`config.mk`:
```
export PLATFORM = sky130hd
export DESIGN_NAME = gos_fifo_flat
export DESIGN_NICKNAME = d
export VERILOG_FILES = /design/src/rtl/gos_pkg.sv /design/src/rtl/gos_out_if.sv /design/src/rtl/gos_fifo.sv /design/src/flat_wrapper.sv
export SDC_FILE = /design/constraint.sdc
export NUM_CORES = 1
export LEC_CHECK = 0
export ABC_CLOCK_PERIOD_IN_PS = 12800
export BUFFER_PORTS_ARGS = -buffer_cell sky130_fd_sc_hd__buf_2
export CAP_MARGIN = 20
export CORE_MARGIN = 3
export CORE_UTILIZATION = 45
export DETAILED_ROUTE_END_ITERATION = 16
export PLACE_DENSITY_LB_ADDON = 0.15
export SLEW_MARGIN = 20
export SYNTH_ARGS = -nofsm -noshare
export SYNTH_HDL_FRONTEND = slang
export SYNTH_SLANG_ARGS = --single-unit
```
`constraint.sdc`:
```
create_clock -name clk_i -period 12.8 [get_ports clk_i]
set_input_delay 2.56 -clock clk_i [delete_from_list [all_inputs] [get_ports clk_i]]
set_output_delay 2.56 -clock clk_i [all_outputs]
set_load 0.05 [all_outputs]
```
`src/rtl/gos_pkg.sv`:
```
// Shared types and constants of the glyph outline segmenter.
// Used by the channel interfaces and by every gos_* module; depends on nothing.
`default_nettype none

package gos_pkg;

  localparam int CoordW    = 16;
  localparam int PosW      = 32;
  localparam int OrigW     = 24;
  localparam int DeltaW    = 16;
  localparam int ScaleW    = 24;
  localparam int ColorW    = 32;
  localparam int ProdW     = PosW + ScaleW;
  localparam int FracW     = 16;
  localparam int FifoDepth = 4;
  localparam int FifoAw    = 2;
  localparam int FifoCntW  = 3;
  localparam int ApbAw     = 3;
  localparam int ApbDw     = 32;

  localparam logic [ScaleW-1:0] ScaleReset = 24'h01_0000;

  // register index, taken from paddr[2]
  typedef enum logic {
    REG_SCALE = 1'b0,
    REG_COLOR = 1'b1
  } gos_reg_e;

  typedef enum logic {
    SEG_LINE = 1'b0,
    SEG_QUAD = 1'b1
  } gos_kind_e;

  typedef struct packed {
    logic                     glyph_start;
    logic signed [OrigW-1:0]  origin_x;
    logic signed [OrigW-1:0]  origin_y;
    logic signed [DeltaW-1:0] delta_x;
    logic signed [DeltaW-1:0] delta_y;
    logic                     on_curve;
    logic                     contour_end;
  } gos_in_t;

  typedef struct packed {
    gos_kind_e                seg_kind;
    logic signed [CoordW-1:0] start_x;
    logic signed [CoordW-1:0] start_y;
    logic signed [CoordW-1:0] ctrl_x;
    logic signed [CoordW-1:0] ctrl_y;
    logic signed [CoordW-1:0] end_x;
    logic signed [CoordW-1:0] end_y;
    logic [ColorW-1:0]        seg_color;
    logic                     last;
  } gos_seg_t;

  typedef struct packed {
    logic [ScaleW-1:0] scale_q16;
    logic [ColorW-1:0] draw_color;
  } gos_cfg_t;

  // product stage toward the segment logic
  typedef struct packed {
    logic             valid;
    logic             glyph_start;
    logic             on_curve;
    logic             contour_end;
    logic             neg_x;
    logic             neg_y;
    logic [ProdW-1:0] prod_x;
    logic [ProdW-1:0] prod_y;
  } gos_prod_t;

  // zero, one or two segment records toward the output queue
  typedef struct packed {
    logic     vld0;
    logic     vld1;
    gos_seg_t seg0;
    gos_seg_t seg1;
  } gos_push_t;

endpackage

`default_nettype wire

```
`src/rtl/gos_out_if.sv`:
```
// Segment command channel: valid/ready handshake carrying one gos_seg_t beat.
// Depends on gos_pkg.
`default_nettype none

interface gos_out_if;
  import gos_pkg::*;

  logic     valid;
  logic     ready;
  gos_seg_t data;

  modport source (output valid, output data, input ready);
  modport sink   (input valid, input data, output ready);

endinterface

`default_nettype wire

```
`src/rtl/gos_fifo.sv`:
```
// Output queue: takes up to two segment records a cycle, hands out one beat a cycle while out_o is ready.
// Depends on gos_pkg and gos_out_if.
`default_nettype none

module gos_fifo (
  input  wire logic          clk_i,
  input  wire logic          rst_ni,
  input  gos_pkg::gos_push_t push_i,
  output logic               space_o,
  gos_out_if.source          out_o
);
  import gos_pkg::*;

  gos_seg_t              mem_q [FifoDepth];
  logic [FifoAw-1:0]     wptr_q, rptr_q;
  logic [FifoCntW-1:0]   cnt_q, cnt_d;
  logic [FifoCntW-1:0]   push_n;
  logic                  pop;

  assign push_n = FifoCntW'(push_i.vld0) + FifoCntW'(push_i.vld1);
  assign pop    = out_o.valid & out_o.ready;
  assign cnt_d  = cnt_q + push_n - FifoCntW'(pop);

  // room for a full pair of records before the pipeline may advance
  assign space_o = (cnt_q <= FifoCntW'(FifoDepth - 2));

  assign out_o.valid = (cnt_q != '0);
  assign out_o.data  = mem_q[rptr_q];

  always_ff @(posedge clk_i or negedge rst_ni) begin
    if (!rst_ni) begin
      wptr_q <= '0;
      rptr_q <= '0;
      cnt_q  <= '0;
    end else begin
      wptr_q <= wptr_q + push_n[FifoAw-1:0];
      rptr_q <= rptr_q + FifoAw'(pop);
      cnt_q  <= cnt_d;
    end
  end

  always_ff @(posedge clk_i) begin
    if (push_i.vld0) begin
      mem_q[wptr_q] <= push_i.seg0;
    end
    if (push_i.vld1) begin
      mem_q[wptr_q + FifoAw'(1)] <= push_i.seg1;
    end
  end

endmodule

`default_nettype wire

```
`src/flat_wrapper.sv`:
```
// flat-port wrapper written by rule: the top's interface ports become plain ports
module gos_fifo_flat import gos_pkg::*;
  (clk_i, rst_ni, push_i, space_o, out_o_valid, out_o_data, out_o_ready);
  gos_out_if out_o_i ();
  input  wire logic clk_i;
  input  wire logic rst_ni;
  input  gos_pkg::gos_push_t push_i;
  output logic space_o;
  output wire logic [$bits(out_o_i.valid)-1:0] out_o_valid;
  output wire logic [$bits(out_o_i.data)-1:0] out_o_data;
  input wire logic [$bits(out_o_i.ready)-1:0] out_o_ready;
  assign out_o_valid = out_o_i.valid;
  assign out_o_data = out_o_i.data;
  assign out_o_i.ready = out_o_ready;
  gos_fifo u_core (.clk_i(clk_i), .rst_ni(rst_ni), .push_i(push_i), .space_o(space_o), .out_o(out_o_i));
endmodule
```
==> flow_summary.json <==
{
  "ys_warn_count": 0,
  "yosysTopAreaCellShare": 0.616,
  "dpl.hpwl_mm": 36.9,
  "internal-power_mw": 4.72,
  "slew_headroom": 0.306,
  "hold_path_class": "reg2reg",
  "dieArea_um2": 59200,
  "wl_mm": 63.2,
  "drtIter0Drc": 742,
  "via_count": 13782,
  "ant_nets": 0,
  "path_max_fanout": 57,
  "register_area_um2": 15800,
  "switching_share": 0.407,
  "synth_area_leaders": "edfxtp_1 62%, mux2_2 23%, mux4_2 12%",
  "io_pins": 397,
  "maxCapViolCount": 0,
  "ys.flop_type": "edfxtp_1",
  "seqPwrFrac": 0.353,
  "grt_max_degree": 122,
  "syn_to_final_growth_pct": 17.8,
  "finalClockSkew_ps": 20.2,
  "viasPerCell": 5.52,
  "powerDensity_nw_per_um2": 267,
  "ys_seq_elements": 527,
  "synth_most_common_cell": "edfxtp_1",
  "synth-seq-area-share": 0.623,
  "start_kind": "flop",
  "yosys.area.top_type": "edfxtp_1",
  "synth.distinct_cells": 28,
  "async_flop_share": 0.0133,
  "multi_input_area_um2": 9080,
  "worstMarginPinSlew_ps": 1040,
  "fill_cells": 4565,
  "rsz0062_at_grt": "false",
  "num_rows": 86,
  "cts_buffers": 57,
  "post_cts_resized": 0,
  "worstSkewPairLatency_ps": 600,
  "grt_overflow_total": 0,
  "slew_violations": 0,
  "slowest_stage": "buf_4",
  "drt_pass1_iterations": 4,
  "required_ps": 10240,
  "clkTransAtPathRegs_ps": 60,
  "power.total_mw": 7.97,
  "holdWs_ps": 501,
  "grt_pass1_wl_mm": 94.9,
  "cts_hold_buffers": 0,
  "worstPathCellList": "buf_4 > buf_4 > mux4_2 > buf_2",
  "syn_area_per_cell_um2": 19.6,
  "tns_ps": 0,
  "fin_crit_sh": 0.488,
  "worst_setup_path_end_kind": "primary output",
  "netlist_area_um2": 25400,
  "finalHoldViolCount": 0,
  "place.gp.congestion": 0.750,
  "min_period_ps": 6250,
  "drc": 0,
  "p_leak_nw": 10.6,
  "start_util": 0.458,
  "synth_common_cells": "520 x edfxtp_1, 510 x mux2_2, 130 x mux4_2",
  "setup_viol": 0,
  "nNetsFinal": 1956,
  "grt_pass1_vias": 15211,
  "synth_edf_count": 520,
  "cts_root_buf": "clkbuf_16",
  "core_area_um2": 55400,
  "clock_sinks": 527,
  "die-height_um": 243,
  "fmax_mhz": 160,
  "fp.dieW_um": 243,
  "max-vdd-ir-drop_v": 0.000222,
  "worst-setup-path-type": "reg2out",
  "htree_levels": 2,
  "track_usage": 0.213,
  "post-cts-setup-buffers": 0,
  "synth_nets": 1569,
  "port-buffer-count": 396,
  "avgRoutedWirePerCell_um": 25.3,
  "clockPowerShare": 0.199,
  "status": "finished clean",
  "switching_power_mw": 3.24,
  "cp_data_arrival_time_ps": 3690,
  "max_stage_delay_ps": 880,
  "cts_tree": "yes",
  "grt_antenna_before_repair": 31,
  "cts_buffer_depth": 3,
  "drive_above_1_share": 0.659,
  "p_comb_frac": 0.448,
  "synthCells": 1297,
  "cpMostUsedCell": "buf_4"
}
[cells in the final DEF (no fill, tap or decap)]
cell	instances
nand3_4	1
o21ai_4	2
buf_4	15
nor2b_4	1
nand2_1	1
or3_1	1
diode_2	20
and2_1	1
mux4_2	130
a21oi_1	1
buf_12	4
ha_1	6
clkinv_2	9
fa_1	1
nor3b_4	1
clkbuf_16	59
xnor2_1	4
nand3b_4	1
dfrtp_1	5
dfrtp_4	2
nand3b_1	1
bufinv_16	4
edfxtp_1	520
buf_16	1
clkinv_1	12
mux2i_1	1
inv_6	1
clkbuf_1	18
mux2_1	10
mux2_2	510
clkbuf_8	1
inv_1	6
nand2b_1	1
nor2_4	1
buf_2	396
xor2_1	1
[per-layer routing]
metal / vias up / track usage / wire (um)
met5: - / 0 / 177
met4: 30 / 0.0610 / 1310
met3: 103 / 0.0581 / 4070
met2: 366 / 0.356 / 31200
met1: 7123 / 0.274 / 26500
li1: 6160 / - / -
[power groups by stage]
stage / clock [mW] / sequential [mW] / combinational [mW]
floorplan: 0 / 2.91 / 2.77
global placement: 0 / 2.83 / 3.61
detailed placement: 0 / 2.85 / 3.62
CTS: 1.63 / 2.82 / 3.63
global route: 1.70 / 2.86 / 3.75
finish: 1.59 / 2.81 / 3.57
[kinds of logic (layout without fill, tap and decap cells)]
| kind of cell | count (synthesis) | after routing | share of synthesized area |
|---|---|---|---|
| compound gates | 3 | 3 | 0.000592 |
| xor+xnor | 5 | 5 | 0.00173 |
| fa+ha+maj | 7 | 7 | 0.00375 |
| buf+inv | 94 | 526 | 0.0215 |
| flops | 527 | 527 | 0.623 |
| mux | 651 | 651 | 0.347 |
| other cells | 0 | 20 | 0 |
| simple gates | 10 | 10 | 0.00306 |
[sequential cells by signal (all words and copies together), names as in the netlist]
signal	cells
u_core.wptr_q	2
u_core.rptr_q	2
u_core.cnt_q	3
u_core.mem_q	520
[critical path: cells and delay by family (launching register included)]
kind | cells | cell delay [ps]
buffers and inverters | 3 | 1830
multiplexers | 1 | 460
flip-flops | 1 | 730
[path summary, 6_finish.rpt]
| kind | start | to | slack, ps | cells after the start |
|---|---|---|---|---|
| worst min register to register | u_core.cnt_q[2] | u_core.cnt_q[2] | 500 | 1 |
| max in group asynchronous | rst_ni | u_core.rptr_q[1] | 10830 | 1 |
| worst min-delay path | u_core.cnt_q[2] | u_core.cnt_q[2] | 500 | 1 |
| min in group asynchronous | rst_ni | u_core.cnt_q[2] | 1790 | 1 |
| worst max-delay path | u_core.rptr_q[1] | out_o_data[60] | 6550 | 4 |
| worst max register to register | u_core.wptr_q[0] | u_core.mem_q[2][102] | 9230 | 5 |
[per-stage QoR]
stage                     instance area (um^2)  setup WS, ps  utilization  cells
after floorplan                          25400           311            -   1297
after global placement                   28000          6900        0.505   2372
after detailed placement                 28000          7080        0.506   2373
after CTS                                29800          6430        0.538   2477
after global routing                     29800          6350        0.539   2489
final                                    29900          6550        0.539   2497
[layout make-up]
class / instances / area share
flip-flops and latches: 527 / 0.529
multi-input cells: 676 / 0.304
repair buffers: 416 / 0.0737
clock buffers: 78 / 0.0522
well taps: 748 / 0.0313
clock inverters: 26 / 0.00733
diodes: 20 / 0.00168
inverters: 6 / 0.000754
(Power assumes the default switching activity.)
