## src/rtl/gos_pkg.sv

```systemverilog
// Shared types and constants of the glyph outline segmenter.
// Used by the channel interfaces and by every gos_* module; depends on nothing.
`default_nettype none

package gos_pkg;

  localparam int CoordW    = 16;
  localparam int PosW      = 32;
  localparam int OrigW     = 24;
  localparam int DeltaW    = 16;
  localparam int ScaleW    = 24;
  localparam int ColorW    = 32;
  localparam int ProdW     = PosW + ScaleW;
  localparam int FracW     = 16;
  localparam int FifoDepth = 4;
  localparam int FifoAw    = 2;
  localparam int FifoCntW  = 3;
  localparam int ApbAw     = 3;
  localparam int ApbDw     = 32;

  localparam logic [ScaleW-1:0] ScaleReset = 24'h01_0000;

  // register index, taken from paddr[2]
  typedef enum logic {
    REG_SCALE = 1'b0,
    REG_COLOR = 1'b1
  } gos_reg_e;

  typedef enum logic {
    SEG_LINE = 1'b0,
    SEG_QUAD = 1'b1
  } gos_kind_e;

  typedef struct packed {
    logic                     glyph_start;
    logic signed [OrigW-1:0]  origin_x;
    logic signed [OrigW-1:0]  origin_y;
    logic signed [DeltaW-1:0] delta_x;
    logic signed [DeltaW-1:0] delta_y;
    logic                     on_curve;
    logic                     contour_end;
  } gos_in_t;

  typedef struct packed {
    gos_kind_e                seg_kind;
    logic signed [CoordW-1:0] start_x;
    logic signed [CoordW-1:0] start_y;
    logic signed [CoordW-1:0] ctrl_x;
    logic signed [CoordW-1:0] ctrl_y;
    logic signed [CoordW-1:0] end_x;
    logic signed [CoordW-1:0] end_y;
    logic [ColorW-1:0]        seg_color;
    logic                     last;
  } gos_seg_t;

  typedef struct packed {
    logic [ScaleW-1:0] scale_q16;
    logic [ColorW-1:0] draw_color;
  } gos_cfg_t;

  // product stage toward the segment logic
  typedef struct packed {
    logic             valid;
    logic             glyph_start;
    logic             on_curve;
    logic             contour_end;
    logic             neg_x;
    logic             neg_y;
    logic [ProdW-1:0] prod_x;
    logic [ProdW-1:0] prod_y;
  } gos_prod_t;

  // zero, one or two segment records toward the output queue
  typedef struct packed {
    logic     vld0;
    logic     vld1;
    gos_seg_t seg0;
    gos_seg_t seg1;
  } gos_push_t;

endpackage

`default_nettype wire

```

## src/rtl/gos_in_if.sv

```systemverilog
// Input point channel: valid/ready handshake carrying one gos_in_t beat.
// Depends on gos_pkg.
`default_nettype none

interface gos_in_if;
  import gos_pkg::*;

  logic    valid;
  logic    ready;
  gos_in_t data;

  modport source (output valid, output data, input ready);
  modport sink   (input valid, input data, output ready);

endinterface

`default_nettype wire

```

## src/rtl/gos_scale.sv

```systemverilog
// Front stages: position accumulator at the input beat, then magnitude times scale.
// Depends on gos_pkg and gos_in_if.
`default_nettype none

module gos_scale (
  input  wire logic                      clk_i,
  input  wire logic                      rst_ni,
  gos_in_if.sink                         in_i,
  input  wire logic                      adv_i,
  input  wire logic [gos_pkg::ScaleW-1:0] scale_i,
  output gos_pkg::gos_prod_t             prod_o
);
  import gos_pkg::*;

  logic [PosW-1:0] pos_x_q, pos_x_d;
  logic [PosW-1:0] pos_y_q, pos_y_d;
  logic [PosW-1:0] base_x, base_y;
  logic            accept;

  logic            s1_vld_q;
  logic [PosW-1:0] s1_x_q, s1_y_q;
  logic            s1_gs_q, s1_on_q, s1_ce_q;

  logic            neg_x, neg_y;
  logic [PosW-1:0] mag_x, mag_y;
  gos_prod_t       s2_q;

  assign in_i.ready = adv_i;
  assign accept     = in_i.valid & adv_i;

  // a new glyph restarts the running sum from its origin
  assign base_x = in_i.data.glyph_start
                ? {{(PosW-OrigW){in_i.data.origin_x[OrigW-1]}}, in_i.data.origin_x}
                : pos_x_q;
  assign base_y = in_i.data.glyph_start
                ? {{(PosW-OrigW){in_i.data.origin_y[OrigW-1]}}, in_i.data.origin_y}
                : pos_y_q;
  assign pos_x_d = base_x + {{(PosW-DeltaW){in_i.data.delta_x[DeltaW-1]}}, in_i.data.delta_x};
  assign pos_y_d = base_y + {{(PosW-DeltaW){in_i.data.delta_y[DeltaW-1]}}, in_i.data.delta_y};

  always_ff @(posedge clk_i or negedge rst_ni) begin
    if (!rst_ni) begin
      pos_x_q  <= '0;
      pos_y_q  <= '0;
      s1_vld_q <= 1'b0;
    end else if (adv_i) begin
      s1_vld_q <= in_i.valid;
      if (accept) begin
        pos_x_q <= pos_x_d;
        pos_y_q <= pos_y_d;
      end
    end
  end

  always_ff @(posedge clk_i) begin
    if (accept) begin
      s1_x_q  <= pos_x_d;
      s1_y_q  <= pos_y_d;
      s1_gs_q <= in_i.data.glyph_start;
      s1_on_q <= in_i.data.on_curve;
      s1_ce_q <= in_i.data.contour_end;
    end
  end

  // sign and magnitude; the most negative value maps to 2^31 unsigned
  assign neg_x = s1_x_q[PosW-1];
  assign neg_y = s1_y_q[PosW-1];
  assign mag_x = neg_x ? (~s1_x_q + PosW'(1)) : s1_x_q;
  assign mag_y = neg_y ? (~s1_y_q + PosW'(1)) : s1_y_q;

  always_ff @(posedge clk_i or negedge rst_ni) begin
    if (!rst_ni) begin
      s2_q <= '0;
    end else if (adv_i) begin
      s2_q.valid <= s1_vld_q;
      if (s1_vld_q) begin
        s2_q.glyph_start <= s1_gs_q;
        s2_q.on_curve    <= s1_on_q;
        s2_q.contour_end <= s1_ce_q;
        s2_q.neg_x       <= neg_x;
        s2_q.neg_y       <= neg_y;
        s2_q.prod_x      <= ProdW'(mag_x) * ProdW'(scale_i);
        s2_q.prod_y      <= ProdW'(mag_y) * ProdW'(scale_i);
      end
    end
  end

  assign prod_o = s2_q;

endmodule

`default_nettype wire

```

## src/flat_wrapper.sv

```systemverilog
// flat-port wrapper written by rule: the top's interface ports become plain ports
module gos_scale_flat import gos_pkg::*;
  (clk_i, rst_ni, adv_i, scale_i, prod_o, in_i_valid, in_i_data, in_i_ready);
  gos_in_if in_i_i ();
  input  wire logic clk_i;
  input  wire logic rst_ni;
  input  wire logic adv_i;
  input  wire logic [gos_pkg::ScaleW-1:0] scale_i;
  output gos_pkg::gos_prod_t prod_o;
  input wire logic [$bits(in_i_i.valid)-1:0] in_i_valid;
  input wire logic [$bits(in_i_i.data)-1:0] in_i_data;
  output wire logic [$bits(in_i_i.ready)-1:0] in_i_ready;
  assign in_i_i.valid = in_i_valid;
  assign in_i_i.data = in_i_data;
  assign in_i_ready = in_i_i.ready;
  gos_scale u_core (.clk_i(clk_i), .rst_ni(rst_ni), .in_i(in_i_i), .adv_i(adv_i), .scale_i(scale_i), .prod_o(prod_o));
endmodule
```

## config.mk

```make
export PLATFORM = sky130hd
export DESIGN_NAME = gos_scale_flat
export DESIGN_NICKNAME = d
export VERILOG_FILES = /design/src/rtl/gos_pkg.sv /design/src/rtl/gos_in_if.sv /design/src/rtl/gos_scale.sv /design/src/flat_wrapper.sv
export SDC_FILE = /design/constraint.sdc
export NUM_CORES = 2
export LEC_CHECK = 0
export ABC_CLOCK_PERIOD_IN_PS = 9800
export BUFFER_PORTS_ARGS = -buffer_cell sky130_fd_sc_hd__buf_2
export CAP_MARGIN = 0
export CORE_ASPECT_RATIO = 1.4
export CORE_MARGIN = 10
export CORE_UTILIZATION = 49
export CTS_BUF_LIST = sky130_fd_sc_hd__clkbuf_4 sky130_fd_sc_hd__clkbuf_8 sky130_fd_sc_hd__clkbuf_16
export CTS_CLUSTER_SIZE = 25
export DETAILED_ROUTE_END_ITERATION = 10
export PLACE_DENSITY = 0.78
export SYNTH_ARGS = -nofsm -noshare
export SYNTH_HDL_FRONTEND = slang
export SYNTH_SLANG_ARGS = --single-unit
```

## constraint.sdc

```tcl
create_clock -name clk_i -period 9.8 [get_ports clk_i]
set_input_delay 0.98 -clock clk_i [delete_from_list [all_inputs] [get_ports clk_i]]
set_output_delay 0.98 -clock clk_i [all_outputs]
set_load 0.01 [all_outputs]
```

==> qor.csv <==
metric,value,unit
outcome,"finished, final reports clean",
clk slew on worst S/H paths,60,ps
CTS Root Cell,clkbuf_16,
Worst path max stage delay,550,ps
Placer Congestion,0.987,
Least-Margin Pin Slew,1300,ps
largest net degree at the start of global routing,114,
Die ar.,0.143,mm2
Initial Utilization,49.3,%
Final Hold Vio Count,0,
global-route wire length before repair,294,mm
setup TNS,0,ps
crit path time final,9690,ps
routed vias/inst,5.54,
vias in the first global route,54756,
"top cells by area, synth","fa_1 (42%), inv_1 (8.7%), ha_1 (8.5%)",
WL per Instance,21.0,um
Antenna Nets Post-Route,0,
"EDFF count, synth",67,
Post-Synth Simple-Gate Area,16.2,%
share of the synthesized area in the top cell type,42.0,%
clk_skew,59.4,ps
"Arr. time, crit path",10140,ps
DRC,0,
Worst setup EP type,flip-flop,
fmax,103,MHz
xor/xnor share of the synthesized area,2.94,%
Clock Sinks,250,
Max Cap Violations,0,
complex-gate fraction of the synthesized area,6.80,%
Final nets,8918,
Pre-antenna DRT Iters,7,
number of H-tree levels,1,
post-synthesis mux area share,2.03,%
average cell area after synthesis,9.07,um2
Vias,48435,
initial antenna violation count,12,
Slew HR,13.3,%
Max Buffers Root-to-Sink,3,
M1 GR Usage,27.4,%
I/O Buffers,229,
cell mode on critical path,fa_1,
# hold bufs at CTS,0,
"FFs w/ async S/R, synth",73.2,%
total CTS buffers,28,
Yosys top cell by area,fa_1,
Syn Nets,8782,
RSZ-0062 raised after global routing,yes,
"Slew Viols, Final",0,
# rows,155,
GR peak layer,met2,
Worst-Skew Late Latency,680,ps
total global-route track usage,26.1,%
IO Count,230,
"Top FF cell, synth",dfrtp_1,
hold crit path type,in -> async,
post-synthesis sequential area ratio,10.5,%
Crit Path Category,reg -> reg,
crit path max-delay cell type,or4_4,
main combinational cell family by area after synthesis,adder cells,
met2 Use GR,46.1,%
routing usage on met3,5.27,%
Die Height,444,um
Die X,323,um
Yosys reg bits,250,
cells after synthesis,6925,
synthesized area,0.0628,mm2
initial DRC count,3384,
DP Wirelength,148,mm
CTS tree,yes,
Routed WL,184,mm
core area,0.127,mm2
adder-cell area share of the yosys netlist,50.5,%
Layout Area Growth over Synthesis,8.75,%
synth warn,0,
Tcrit/Tclk final,98.9,%
crit path max fanout,6,
library cells used by synthesis,73,
CP Launch Type,flip-flop,
Worst Path Required,10250,ps
layout cells sized above 1,10.7,%
final setup fails,0,
GR Overflow Total,0,
-- flip-flops by register name, indices dropped and copies added (netlist names) --
name / cells
u_core.pos_x_q: 32
u_core.pos_y_q: 32
u_core.prod_o: 118
u_core.s1_ce_q: 1
u_core.s1_gs_q: 1
u_core.s1_on_q: 1
u_core.s1_vld_q: 1
u_core.s1_x_q: 32
u_core.s1_y_q: 32
-- Yosys cell counts, types with 4 or more instances --
master and instances:
a21boi_0 15, dfrtp_1 183, or3_1 14, o41ai_1 12
a41oi_1 5, or2_2 6, and4_1 4, edfxtp_1 67
a21oi_1 151, inv_1 1457, xor2_1 65, and2_1 751
o21ai_0 246, nor4_1 8, mux2i_1 6, a221oi_1 7
nor2b_1 17, a211oi_1 19, a31oi_1 17, o31ai_1 29
nand4_1 32, nand3_1 24, o211ai_1 9, a31o_2 7
ha_1 428, or4_1 13, xnor2_1 146, mux2_2 108
nand2_1 1024, o21bai_1 29, nor3_1 19, clkbuf_1 364
a21o_1 90, nor2_1 109, nand2b_1 22, o31a_1 5
fa_1 1318, buf_1 7, o21a_1 20, and3_1 21
-- path summary, 6_finish.rpt --
| kind | slack, ps | endpoint | from | depth (start not counted) |
|---|---|---|---|---|
| setup / recovery | 110 | u_core.prod_o[111]$_DFFE_PN0P_ | u_core.s1_x_q[5]$_DFFE_PP_ | 33 |
| hold / removal | 290 | u_core.prod_o[6]$_DFFE_PN0P_ | rst_ni | 1 |
| max in group asynchronous | 7770 | u_core.pos_y_q[1]$_DFFE_PN0P_ | rst_ni | 3 |
| hold reg to reg | 470 | u_core.prod_o[114]$_DFFE_PN0P_ | u_core.s1_ce_q$_DFFE_PP_ | 1 |
| setup reg to reg | 110 | u_core.prod_o[111]$_DFFE_PN0P_ | u_core.s1_x_q[5]$_DFFE_PP_ | 33 |
| min in group clk_i | 470 | u_core.prod_o[114]$_DFFE_PN0P_ | u_core.s1_ce_q$_DFFE_PP_ | 1 |
-- worst max-delay path: cells and delay by family (launching register included) --
| kind | cells | cell delay, ps |
|---|---|---|
| fa+ha+maj | 8 | 3740 |
| compound gates | 8 | 1750 |
| buf+inv | 6 | 410 |
| flops | 1 | 390 |
| xor+xnor | 1 | 240 |
| simple gates | 10 | 2900 |
-- logic make-up (layout without fill, tap and decap cells) --
| logic type | Yosys count | count (layout) |
|---|---|---|
| AOI/OAI and AO/OA | 690 | 690 |
| xor gates and xnor gates | 211 | 211 |
| adders and majority gates | 1746 | 1746 |
| buffers and inverters | 1834 | 1991 |
| DFF | 250 | 250 |
| muxes | 114 | 114 |
| other | 0 | 7 |
| and+or+nand+nor | 2080 | 2080 |
-- layout by cell type (no fill, tap or decap), types with 143 or more instances in the layout --
cell type,instances
nand2_1,1021
buf_4,236
o21ai_0,239
dfrtp_1,183
fa_1,1315
and2_1,748
a21oi_1,143
inv_1,1456
ha_1,425
buf_2,225
-- routing by layer --
metal / vias to the layer above / share of wire, %
met4: 2 / 8.4
met1: 24552 / 33
met5: - / 0.0060
li1: 21046 / -
met2: 2085 / 51
met3: 750 / 7.4
-- through the flow --
| step | setup WS, ps | instance area (um2) | utilization (%) | hold slack, ps | cells |
|---|---|---|---|---|---|
| global route | -222 | 68300 | 53.6 | 311 | 8731 |
| finish | 111 | 68300 | 53.6 | 291 | 8737 |
| detailed placement | -397 | 66900 | 52.5 | 466 | 8669 |
| floorplan | 247 | 62800 | - | 442 | 6925 |
| CTS | 7.90 | 68000 | 53.4 | 278 | 8723 |
| global placement | -267 | 66900 | 52.5 | 455 | 8669 |
-- final cells by class --
| class | instances | area [um2] |
|---|---|---|
| antenna | 7 | 17.5 |
| sequential | 250 | 6590 |
| fill | 10965 | 59100 |
| clock inverter | 13 | 123 |
| inverter | 1458 | 5480 |
| clock buffer | 38 | 807 |
| multi-input combinational | 4841 | 50000 |
| timing repair buffer | 482 | 3290 |
| tap | 1648 | 2060 |
-- timing repair --
| item | 4_1_cts | 5_1_grt |
|---|---|---|
| cloned | 0 | 0 |
| buffers inserted | 3 | 7 |
| pin swaps | 17 | 13 |
| resized for setup | 28 | 51 |
| endpoints found under the setup margin | 11 | 33 |
Power is not shown: default switching activity piles up to over one toggle a cycle in this logic, so the estimate is an artifact.
