**src/rtl/gos_pkg.sv**
```systemverilog
// Shared types and constants of the glyph outline segmenter.
// Used by the channel interfaces and by every gos_* module; depends on nothing.
`default_nettype none

package gos_pkg;

  localparam int CoordW    = 16;
  localparam int PosW      = 32;
  localparam int OrigW     = 24;
  localparam int DeltaW    = 16;
  localparam int ScaleW    = 24;
  localparam int ColorW    = 32;
  localparam int ProdW     = PosW + ScaleW;
  localparam int FracW     = 16;
  localparam int FifoDepth = 4;
  localparam int FifoAw    = 2;
  localparam int FifoCntW  = 3;
  localparam int ApbAw     = 3;
  localparam int ApbDw     = 32;

  localparam logic [ScaleW-1:0] ScaleReset = 24'h01_0000;

  // register index, taken from paddr[2]
  typedef enum logic {
    REG_SCALE = 1'b0,
    REG_COLOR = 1'b1
  } gos_reg_e;

  typedef enum logic {
    SEG_LINE = 1'b0,
    SEG_QUAD = 1'b1
  } gos_kind_e;

  typedef struct packed {
    logic                     glyph_start;
    logic signed [OrigW-1:0]  origin_x;
    logic signed [OrigW-1:0]  origin_y;
    logic signed [DeltaW-1:0] delta_x;
    logic signed [DeltaW-1:0] delta_y;
    logic                     on_curve;
    logic                     contour_end;
  } gos_in_t;

  typedef struct packed {
    gos_kind_e                seg_kind;
    logic signed [CoordW-1:0] start_x;
    logic signed [CoordW-1:0] start_y;
    logic signed [CoordW-1:0] ctrl_x;
    logic signed [CoordW-1:0] ctrl_y;
    logic signed [CoordW-1:0] end_x;
    logic signed [CoordW-1:0] end_y;
    logic [ColorW-1:0]        seg_color;
    logic                     last;
  } gos_seg_t;

  typedef struct packed {
    logic [ScaleW-1:0] scale_q16;
    logic [ColorW-1:0] draw_color;
  } gos_cfg_t;

  // product stage toward the segment logic
  typedef struct packed {
    logic             valid;
    logic             glyph_start;
    logic             on_curve;
    logic             contour_end;
    logic             neg_x;
    logic             neg_y;
    logic [ProdW-1:0] prod_x;
    logic [ProdW-1:0] prod_y;
  } gos_prod_t;

  // zero, one or two segment records toward the output queue
  typedef struct packed {
    logic     vld0;
    logic     vld1;
    gos_seg_t seg0;
    gos_seg_t seg1;
  } gos_push_t;

endpackage

`default_nettype wire

```
**src/rtl/gos_cfg.sv**
```systemverilog
// APB-style register file holding the scale factor and the draw color.
// Depends on gos_pkg.
`default_nettype none

module gos_cfg (
  input  wire logic                  clk_i,
  input  wire logic                  rst_ni,
  input  wire logic                  psel_i,
  input  wire logic                  penable_i,
  input  wire logic                  pwrite_i,
  input  wire logic [gos_pkg::ApbAw-1:0] paddr_i,
  input  wire logic [gos_pkg::ApbDw-1:0] pwdata_i,
  output logic [gos_pkg::ApbDw-1:0]      prdata_o,
  output logic                       pready_o,
  output gos_pkg::gos_cfg_t          cfg_o
);
  import gos_pkg::*;

  logic [ScaleW-1:0] scale_q;
  logic [ColorW-1:0] color_q;
  logic              wr_en;
  gos_reg_e          reg_sel;

  assign pready_o = 1'b1;
  assign wr_en    = psel_i & penable_i & pwrite_i;
  assign reg_sel  = gos_reg_e'(paddr_i[2]);

  always_ff @(posedge clk_i or negedge rst_ni) begin
    if (!rst_ni) begin
      scale_q <= ScaleReset;
      color_q <= '0;
    end else if (wr_en) begin
      case (reg_sel)
        REG_SCALE: scale_q <= pwdata_i[ScaleW-1:0];
        REG_COLOR: color_q <= pwdata_i[ColorW-1:0];
        default: ;
      endcase
    end
  end

  always_comb begin
    case (reg_sel)
      REG_SCALE: prdata_o = ApbDw'(scale_q);
      REG_COLOR: prdata_o = ApbDw'(color_q);
      default:   prdata_o = '0;
    endcase
  end

  assign cfg_o.scale_q16  = scale_q;
  assign cfg_o.draw_color = color_q;

endmodule

`default_nettype wire

```
**config.mk**
```make
export PLATFORM = sky130hd
export DESIGN_NAME = gos_cfg
export DESIGN_NICKNAME = d
export VERILOG_FILES = /design/src/rtl/gos_pkg.sv /design/src/rtl/gos_cfg.sv
export SDC_FILE = /design/constraint.sdc
export NUM_CORES = 1
export LEC_CHECK = 0
export BUFFER_PORTS_ARGS = -buffer_cell sky130_fd_sc_hd__buf_2
export CAP_MARGIN = 25
export CELL_PAD_IN_SITES_DETAIL_PLACEMENT = 2
export CELL_PAD_IN_SITES_GLOBAL_PLACEMENT = 2
export CORE_MARGIN = 3
export CORE_UTILIZATION = 29
export CTS_CLUSTER_SIZE = 10
export DETAILED_ROUTE_END_ITERATION = 8
export PLACE_DENSITY = 0.89
export SYNTH_ARGS = -nofsm -noshare
export SYNTH_HDL_FRONTEND = slang
export SYNTH_SLANG_ARGS = --single-unit
```
**constraint.sdc**
```tcl
create_clock -name clk_i -period 1.1 [get_ports clk_i]
set_input_delay 0.055 -clock clk_i [delete_from_list [all_inputs] [get_ports clk_i]]
set_output_delay 0.055 -clock clk_i [all_outputs]
set_load 0.02 [all_outputs]
```
==> results of run 1 <==
[area by class of cell]
type / instances / area, µm²
clock buffer: 5 / 68.8
clock inverter: 3 / 46.3
fill: 790 / 3840
multi-input combinational: 91 / 1160
sequential: 56 / 1400
tap: 105 / 131
timing repair buffer: 212 / 1770
[stage by stage]
| step | utilization (%) | setup slack, ns | power [µW] |
|---|---|---|---|
| floorplan | - | 0.129 | 4560 |
| global placement | 39.9 | 0.0423 | 5510 |
| detailed placement | 39.9 | 0.0163 | 5640 |
| CTS | 51.0 | -0.105 | 8010 |
| global route | 54.5 | -0.165 | 9010 |
| finish | 54.5 | -0.131 | 8590 |
[worst paths after layout]
check | depth (start not counted) | startpoint | endpoint
max | 2 | scale_q[8]$_DFFE_PN0P_ | prdata_o[8]
min | 2 | rst_ni | scale_q[4]$_DFFE_PN0P_
max reg2reg | 3 | scale_q[8]$_DFFE_PN0P_ | scale_q[8]$_DFFE_PN0P_
min reg2reg | 1 | color_q[2]$_DFFE_PN0P_ | color_q[2]$_DFFE_PN0P_
max in group asynchronous | 3 | rst_ni | scale_q[21]$_DFFE_PN0P_
min in group clk_i | 4 | penable_i | scale_q[4]$_DFFE_PN0P_
[state kept, by name, indices dropped and copies added (netlist names)]
| register | flops |
|---|---|
| color_q | 32 |
| scale_q | 24 |
[Yosys cell counts]
cell	count
buf_4	1
buf_6	6
mux2_2	58
dfstp_2	1
and2_1	8
nand4b_4	1
conb_1	1
clkbuf_1	1
dfrtp_1	55
buf_2	2
mux2_1	2
mux2_4	20
nand4_4	1
[repair_timing]
| action | 4_1_cts | 5_1_grt |
|---|---|---|
| hold buffers | 33 | 0 |
| setup endpoints to repair | 26 | 56 |
| endpoints found under the hold margin | 87 | 0 |
| setup buffers | 36 | 9 |
| resized for setup | 66 | 76 |
[worst register-to-register path, stage by stage (launching register included)]
cell	delay [ns]
dfrtp_1	0.43
buf_4	0.15
buf_6	0.11
mux2_4	0.25
[kinds of logic (layout without fill, tap and decap cells)]
group,Yosys count,in the layout
buffers and inverters,10,220
and+or+nand+nor,10,10
muxes,80,80
DFF,56,56
other,1,1
[power groups by stage]
| stage | logic (µW) | registers [µW] | clock network [µW] |
|---|---|---|---|
| after floorplan | 1150 | 3410 | 0 |
| after global placement | 2650 | 2870 | 0 |
| after detailed placement | 2720 | 2920 | 0 |
| after CTS | 3750 | 2810 | 1450 |
| after global routing | 4560 | 2940 | 1510 |
| final | 4330 | 2880 | 1370 |
[metal layers]
metal	vias to the layer above	part of all wire, %	global-route usage [%]
met2	80	59	39.4
met4	0	1.6	4.35
met3	13	4.3	3.20
met5	-	0	0
met1	1104	35	20.1
li1	966	-	-
==> flow_summary.toml, run 1 <==
[placed_design]
gp_congestion = 0.654
dp.cells = 386
hpwl_um = 5370
portBuffers = 125
placed_area_um2 = 3360

[timing]
setup_ws_ns = -0.131
finalClockSkew_ns = 0
rsz0062_at_grt = "true"
fin_crit_sh_pct = 112
setup_viol_count_final = 26
finalMaxSlewViolations = 0
fmax_mhz = 813
fin_crit_ns = 1.23
timing.hold.ws_ns = 0.175
hold_viol_final = 0
tns_ns = -2.19

[setup_path]
cp_slowest_cell = "dfrtp_1"
worstPathArrival_ns = 1.18
critPathBufInv = 1
critPathMaxStageDelay_ns = 0.43
cp-start-kind = "flop"
cp_data_required_time_ns = 1.04
crit_chain = "mux2_4 -> buf_6"
reg2reg_slack_ns = 0.06
cp_max_fo = 2
path_class = "flop to output pin"
crit_family = "flip-flops"
cp-end-kind = "output pin"

[routing]
route.detailed.vias_per_inst = 4.58
via_count = 2163
routed_wl_um = 10200
drt-initial-drc-count = 37
route.detailed.drc = 0
drt-wirelength-per-cell_um = 21.6
ant_nets = 0
drt_first_pass_iters = 4

[global_route]
grt_usage_pct = 19.2
grt_pass1_wl_um = 14700
antenna_found_initial = 0
grt_pass1_vias = 2588
grt_max_degree = 25
gr-total-overflow = 0

[die]
core_area_um2 = 8420
die-height_um = 100
initial_core_util_pct = 30.5
num_rows = 33
io_pins = 129
dieArea_um2 = 10000
fp.dieW_um = 100

[cts]
clk_pin_slew_ns = 0.11
cts_tree = "yes"
cts-buffers-inserted = 5
cts_root_buffer = "clkbuf_8"
clockBufferDepth = 2
cts.sinks = 56
h-tree-depth = 2
clk_latency_ns = 0.30

[status]
violations = "setup timing"
status = "complete, but fails checks"

[synth]
synth_xor_area_share_pct = 0
yosys-mux-area-fraction_pct = 38.0
yosysWarnings = 0
synthAdderAreaFrac_pct = 0
synth_top_area_share_pct = 53.6
syn_area_um2 = 2570
syn_nets = 197
synth.distinct_cells = 13
synth-seq-cells = 56
synth_compound_area_share_pct = 0
synth_top_family_by_area = "multiplexers"
ys_seq_area_share_pct = 54.7
netlist_top_cells_area = "dfrtp_1, mux2_2, mux2_4"
avgSynthCellArea_um2 = 16.3
synth_cells = 157
synth_area_leader_cell = "dfrtp_1"
synth-simple-area-share_pct = 3.71

[worst_hold_path]
hold_class = "input port to asynchronous set/reset pin"

[power_and_ir_drop]
peakVddDrop_v = 0.000858
power_leakage_uw = 0.00236
swShare_pct = 35.3
seqPwrFrac_pct = 33.6
comb_power_share_pct = 50.4
p_int_uw = 5560
p_per_area_nw_per_um2 = 1870
clkPwrFrac_pct = 16.0
netSwitchingPower_uw = 3030

[layout]
final_common_cell = "buf_2"
design_area_um2 = 4590
layout-drive-gt1-share_pct = 74.7
final_cell_mix = "buf_2, dfrtp_1, buf_6"
diodes = 0
nets = 406
area_growth_pct = 78.7
finalNonFillerCells = 472

[flow_run]
cap_violations = 0
Note: power is estimated with default switching activity, not from simulation.
==> run 2, diff against run 1 <==
REMOVE_ABC_BUFFERS = 1   (was unset)
==> run 2 against run 1 <==
  * The run still ends with setup timing left
  * Sequential share of layout area rose by 1.0 points
  * Critical path type unchanged
  * First-iteration DRC count did not move
  * Core utilization down 1.8 points
  * Sequential cell count did not move
  * Clock-buffer cell count increased by 3
  * Clock power down 16%
  * Combinational power shrank 4%
  * Critical path depth stayed put
  * Critical endpoint is now prdata_o[13]
  * Sequential power hardly changed
  * Total power is 4.6% lower
==> flow_summary.toml, run 2 (synthesis gave the netlist of run 1 again) <==
[global_route]
grt_pass1_vias = 2536
grt_usage_pct = 19.1
grt_pass1_wl_um = 14700
antenna_found_initial = 0
grt_max_degree = 57
gr-total-overflow = 0

[cts]
cts_tree = "yes"
h-tree-depth = 2
cts_root_buffer = "clkbuf_8"
clk_latency_ns = 0.29
cts-buffers-inserted = 5
clockBufferDepth = 2
cts.sinks = 56
clk_pin_slew_ns = 0.10

[power_and_ir_drop]
power_leakage_uw = 0.00230
p_per_area_nw_per_um2 = 1850
peakVddDrop_v = 0.000799

[setup_path]
worstPathArrival_ns = 1.15
crit_chain = "mux2_4 -> buf_6"
cp_max_fo = 2
cp_slowest_cell = "dfrtp_1"
cp_data_required_time_ns = 1.04
critPathBufInv = 1
cp-end-kind = "output pin"
crit_family = "flip-flops"
path_class = "flop to output pin"
critPathMaxStageDelay_ns = 0.43
cp-start-kind = "flop"

[timing]
hold_viol_final = 0
setup_viol_count_final = 25
finalClockSkew_ns = 0
fin_crit_ns = 1.20
fin_crit_sh_pct = 109
fmax_mhz = 830
setup_ws_ns = -0.104
finalMaxSlewViolations = 0
timing.hold.ws_ns = 0.00601
rsz0062_at_grt = "true"
tns_ns = -1.88

[placed_design]
hpwl_um = 5540
placed_area_um2 = 3350
portBuffers = 125
gp_congestion = 0.669
dp.cells = 384

[die]
initial_core_util_pct = 30.5
fp.dieW_um = 100
core_area_um2 = 8420
dieArea_um2 = 10000
num_rows = 33
die-height_um = 100
io_pins = 129

[routing]
route.detailed.vias_per_inst = 4.59
ant_nets = 0
route.detailed.drc = 0
via_count = 2144
routed_wl_um = 9830
drt_first_pass_iters = 3
drt-wirelength-per-cell_um = 21.1
drt-initial-drc-count = 37

[layout]
regMostFlops = "color_q"
diodes = 0
largestRegisters = "color_q: 32 flops, scale_q: 24 flops"
layout-drive-gt1-share_pct = 75.1
n_fill_cell = 805
nets = 401
finalNonFillerCells = 467
area_growth_pct = 72.8
design_area_um2 = 4440
final_common_cell = "buf_2"
final_cell_mix = "buf_2, dfrtp_1, buf_4"
largest_reg_flops = 32

[status]
violations = "setup timing"
status = "complete, but fails checks"

[flow_run]
cap_violations = 0

[worst_hold_path]
hold_class = "input port to flop"
-- run 2: cell types whose count changed in the layout (fill, tap and decap cells not counted), sizes merged --
cell | previous run | this run
bufinv | 1 | 0
clkbuf | 5 | 8
clkinvlp | 1 | 0
dlygate4sd3 | 33 | 28
inv | 1 | 0
-- run 2: area by class of cell --
| class | instances | area, µm² | area share (%) |
|---|---|---|---|
| timing repair buffer | 207 | 1650 | 37.2 |
| sequential | 56 | 1400 | 31.6 |
| multi-input combinational | 91 | 1160 | 26.2 |
| tap | 105 | 131 | 2.96 |
| clock buffer | 8 | 90.1 | 2.03 |
-- run 2: report_power, final --
| part | switching [µW] | total [µW] | internal (µW) |
|---|---|---|---|
| sequential | 359 | 2880 | 2520 |
| combinational | 1930 | 4160 | 2230 |
| clock | 636 | 1150 | 516 |
| total | 2920 | 8190 | 5270 |
-- run 2: path summary, 6_finish.rpt --
path	from	endpoint	slack (ns)	depth (start not counted)
max in group asynchronous	rst_ni	scale_q[16]$_DFFE_PN1P_	0.50	3
max	scale_q[13]$_DFFE_PN0P_	prdata_o[13]	-0.10	2
min	pwdata_i[15]	color_q[15]$_DFFE_PN0P_	0.006	2
max reg2reg	scale_q[9]$_DFFE_PN0P_	scale_q[9]$_DFFE_PN0P_	0.09	3
min in group asynchronous	rst_ni	scale_q[14]$_DFFE_PN0P_	0.31	3
min reg2reg	color_q[16]$_DFFE_PN0P_	color_q[16]$_DFFE_PN0P_	0.56	1
-- run 2: layer usage --
metal | global-route usage, % | vias up | part of all wire (%)
li1 | - | 954 | -
met1 | 20.3 | 1100 | 36
met2 | 39.2 | 86 | 59
met3 | 3.61 | 4 | 5.2
met4 | 2.59 | 0 | 0.23
met5 | 0 | - | 0
-- run 2: timing repair --
item / CTS / global route
endpoints found under the hold margin: 98 / 0
hold buffers: 28 / 0
gates resized for setup: 56 / 60
setup endpoints to repair: 24 / 44
buffers inserted: 37 / 10
-- run 2: through the flow --
step | util (%) | worst slack, ns | power [µW]
3_5_place_dp | 39.8 | 0.0241 | 5660
4_1_cts | 49.6 | -0.103 | 7730
3_3_place_gp | 39.8 | 0.0521 | 5510
6_report | 52.7 | -0.104 | 8190
2_1_floorplan | - | 0.0360 | 4530
5_1_grt | 52.7 | -0.144 | 8620
==> run 3, diff against run 2 <==
MAX_ROUTING_LAYER = met4   (was unset)
==> run 3 against run 2 <==
  * The run still ends with setup timing left
  * Cell count unchanged
  * Combinational power about the same
  * Non-clock buffer count unchanged
  * Register-to-register slack about the same
  * Largest power group unchanged
  * Via count increased by 0.23%
  * First-iteration DRC count decreased by 11%
  * Wire length increased by 0.48%
  * Sequential share of layout area increased by 0.13 points
  * Sequential power about the same
  * Cell area decreased by 0.42%
  * Clock-buffer cell count unchanged
==> flow_summary.toml, run 3 (synthesis gave the netlist of run 1 again) <==
[timing]
finalMaxSlewViolations = 0
setup_viol_count_final = 25
rsz0062_at_grt = "true"
finalClockSkew_ns = 0
setup_ws_ns = -0.110
fin_crit_sh_pct = 110
hold_viol_final = 0
timing.hold.ws_ns = 0.00529
fin_crit_ns = 1.21
fmax_mhz = 826

[setup_path]
reg2reg_to = "scale_q[9]$_DFFE_PN0P_"
ff2ff_path_depth = 3
crit_end = "prdata_o[13]"
cp_max_fo = 2
cp-end-kind = "output pin"
worstPathArrival_ns = 1.16
path_class = "flop to output pin"
cp_data_required_time_ns = 1.04
reg2reg_slack_ns = 0.10
r2r-start = "scale_q[9]$_DFFE_PN0P_"
worstSetupStartpoint = "scale_q[13]$_DFFE_PN0P_"
cp-start-kind = "flop"

[layout]
design_area_um2 = 4420
n_fill_cell = 811
nets = 401
largest_reg_flops = 32
diodes = 0
final_core_util_pct = 52.4
final_cell_mix = "buf_2, buf_4, dfrtp_1"
largestRegisters = "color_q: 32 flops, scale_q: 24 flops"
finalNonFillerCells = 467
final_common_cell = "buf_2"
regMostFlops = "color_q"
layout-drive-gt1-share_pct = 75.1
area_growth_pct = 72.1

[cts]
cts.sinks = 56
cts_root_buffer = "clkbuf_8"
cts-buffers-inserted = 5
cts_tree = "yes"
h-tree-depth = 2
clk_latency_ns = 0.29
clockBufferDepth = 2
clk_pin_slew_ns = 0.10

[placed_design]
dp.cells = 384
placed_area_um2 = 3350
hpwl_um = 5540
portBuffers = 125
gp_congestion = 0.675

[global_route]
grt_usage_pct = 19.6
antenna_found_initial = 0
grt_pass1_wl_um = 14700
gr-total-overflow = 0
grt_pass1_vias = 2540
grt_max_degree = 57

[die]
num_rows = 33
core_area_um2 = 8420
io_pins = 129
fp.dieW_um = 100
initial_core_util_pct = 30.5
dieArea_um2 = 10000
die-height_um = 100

[power_and_ir_drop]
p_per_area_nw_per_um2 = 1850
clkPwrFrac_pct = 14.1
peakVddDrop_v = 0.000813
seqPwrFrac_pct = 35.2
power_uw = 8160
comb_power_share_pct = 50.7
p_int_uw = 5240
netSwitchingPower_uw = 2920
power_leakage_uw = 0.00230
swShare_pct = 35.8

[routing]
drt-initial-drc-count = 33
route.detailed.drc = 0
route.detailed.vias_per_inst = 4.60
via_count = 2149
drt_first_pass_iters = 4
drt-wirelength-per-cell_um = 21.2
routed_wl_um = 9880
ant_nets = 0

[worst_hold_path]
hold_class = "input port to flop"

[status]
violations = "setup timing"
status = "complete, but fails checks"

[flow_run]
cap_violations = 0
## run 3: cell count changes in the layout (fill, tap and decap cells not counted)
cell,previous run,this run
buf_6,43,38
buf_4,52,57
## run 3: power groups by stage
stage / clock network [µW] / registers [µW] / logic (µW)
after global placement: 0 / 2870 / 2640
after floorplan: 0 / 3410 / 1120
final: 1150 / 2880 / 4140
after global routing: 1270 / 2940 / 4380
after CTS: 1220 / 2810 / 3700
after detailed placement: 0 / 2920 / 2740
## run 3: stage by stage
step,worst slack (ns),setup TNS (ns)
2_1_floorplan,0.0360,0
3_3_place_gp,0.0521,0
3_5_place_dp,0.0241,0
4_1_cts,-0.103,-1.85
5_1_grt,-0.149,-2.93
6_report,-0.110,-1.82
## run 3: final cells by class
cell class,instances,area [µm²],share of cell area [%]
Sequential cell,56,1400,31.8
Multi-Input combinational cell,91,1160,26.3
Clock buffer,8,90.1,2.04
Timing Repair Buffer,207,1630,36.9
Tap cell,105,131,2.97
## run 3: worst min path at each step
stage / depth (start not counted) / to / startpoint / slack (ns)
2_1_floorplan: 0 / color_q[0]$_DFFE_PN0P_ / rst_ni / -0.24
3_3_place_gp: 2 / scale_q[14]$_DFFE_PN0P_ / rst_ni / 0.08
3_5_place_dp: 2 / scale_q[14]$_DFFE_PN0P_ / rst_ni / 0.08
4_1_cts: 2 / color_q[15]$_DFFE_PN0P_ / pwdata_i[15] / 0.0004
5_1_grt: 2 / scale_q[15]$_DFFE_PN0P_ / pwdata_i[15] / 0.005
6_report: 2 / color_q[15]$_DFFE_PN0P_ / pwdata_i[15] / 0.005
## run 3: per-layer routing
| metal | up-vias | track usage [%] | part of all wire (%) |
|---|---|---|---|
| met3 | 2 | 3.20 | 4.6 |
| met4 | 0 | 2.59 | 0.14 |
| met2 | 89 | 39.3 | 59 |
| met5 | - | - | 0 |
| li1 | 956 | - | - |
| met1 | 1102 | 20.4 | 37 |
## run 3: timing repair
| action | 4_1_cts | 5_1_grt |
|---|---|---|
| gates resized for setup | 56 | 54 |
| hold buffers | 28 | 0 |
| hold endpoints to repair | 98 | 0 |
| endpoints found under the setup margin | 24 | 42 |
| cloned | 0 | 0 |
| buffers inserted | 37 | 10 |
## run 3: critical path: stages (launching register included)
cell and delay (ns):
dfrtp_1 0.43, mux2_4 0.30, buf_6 0.13
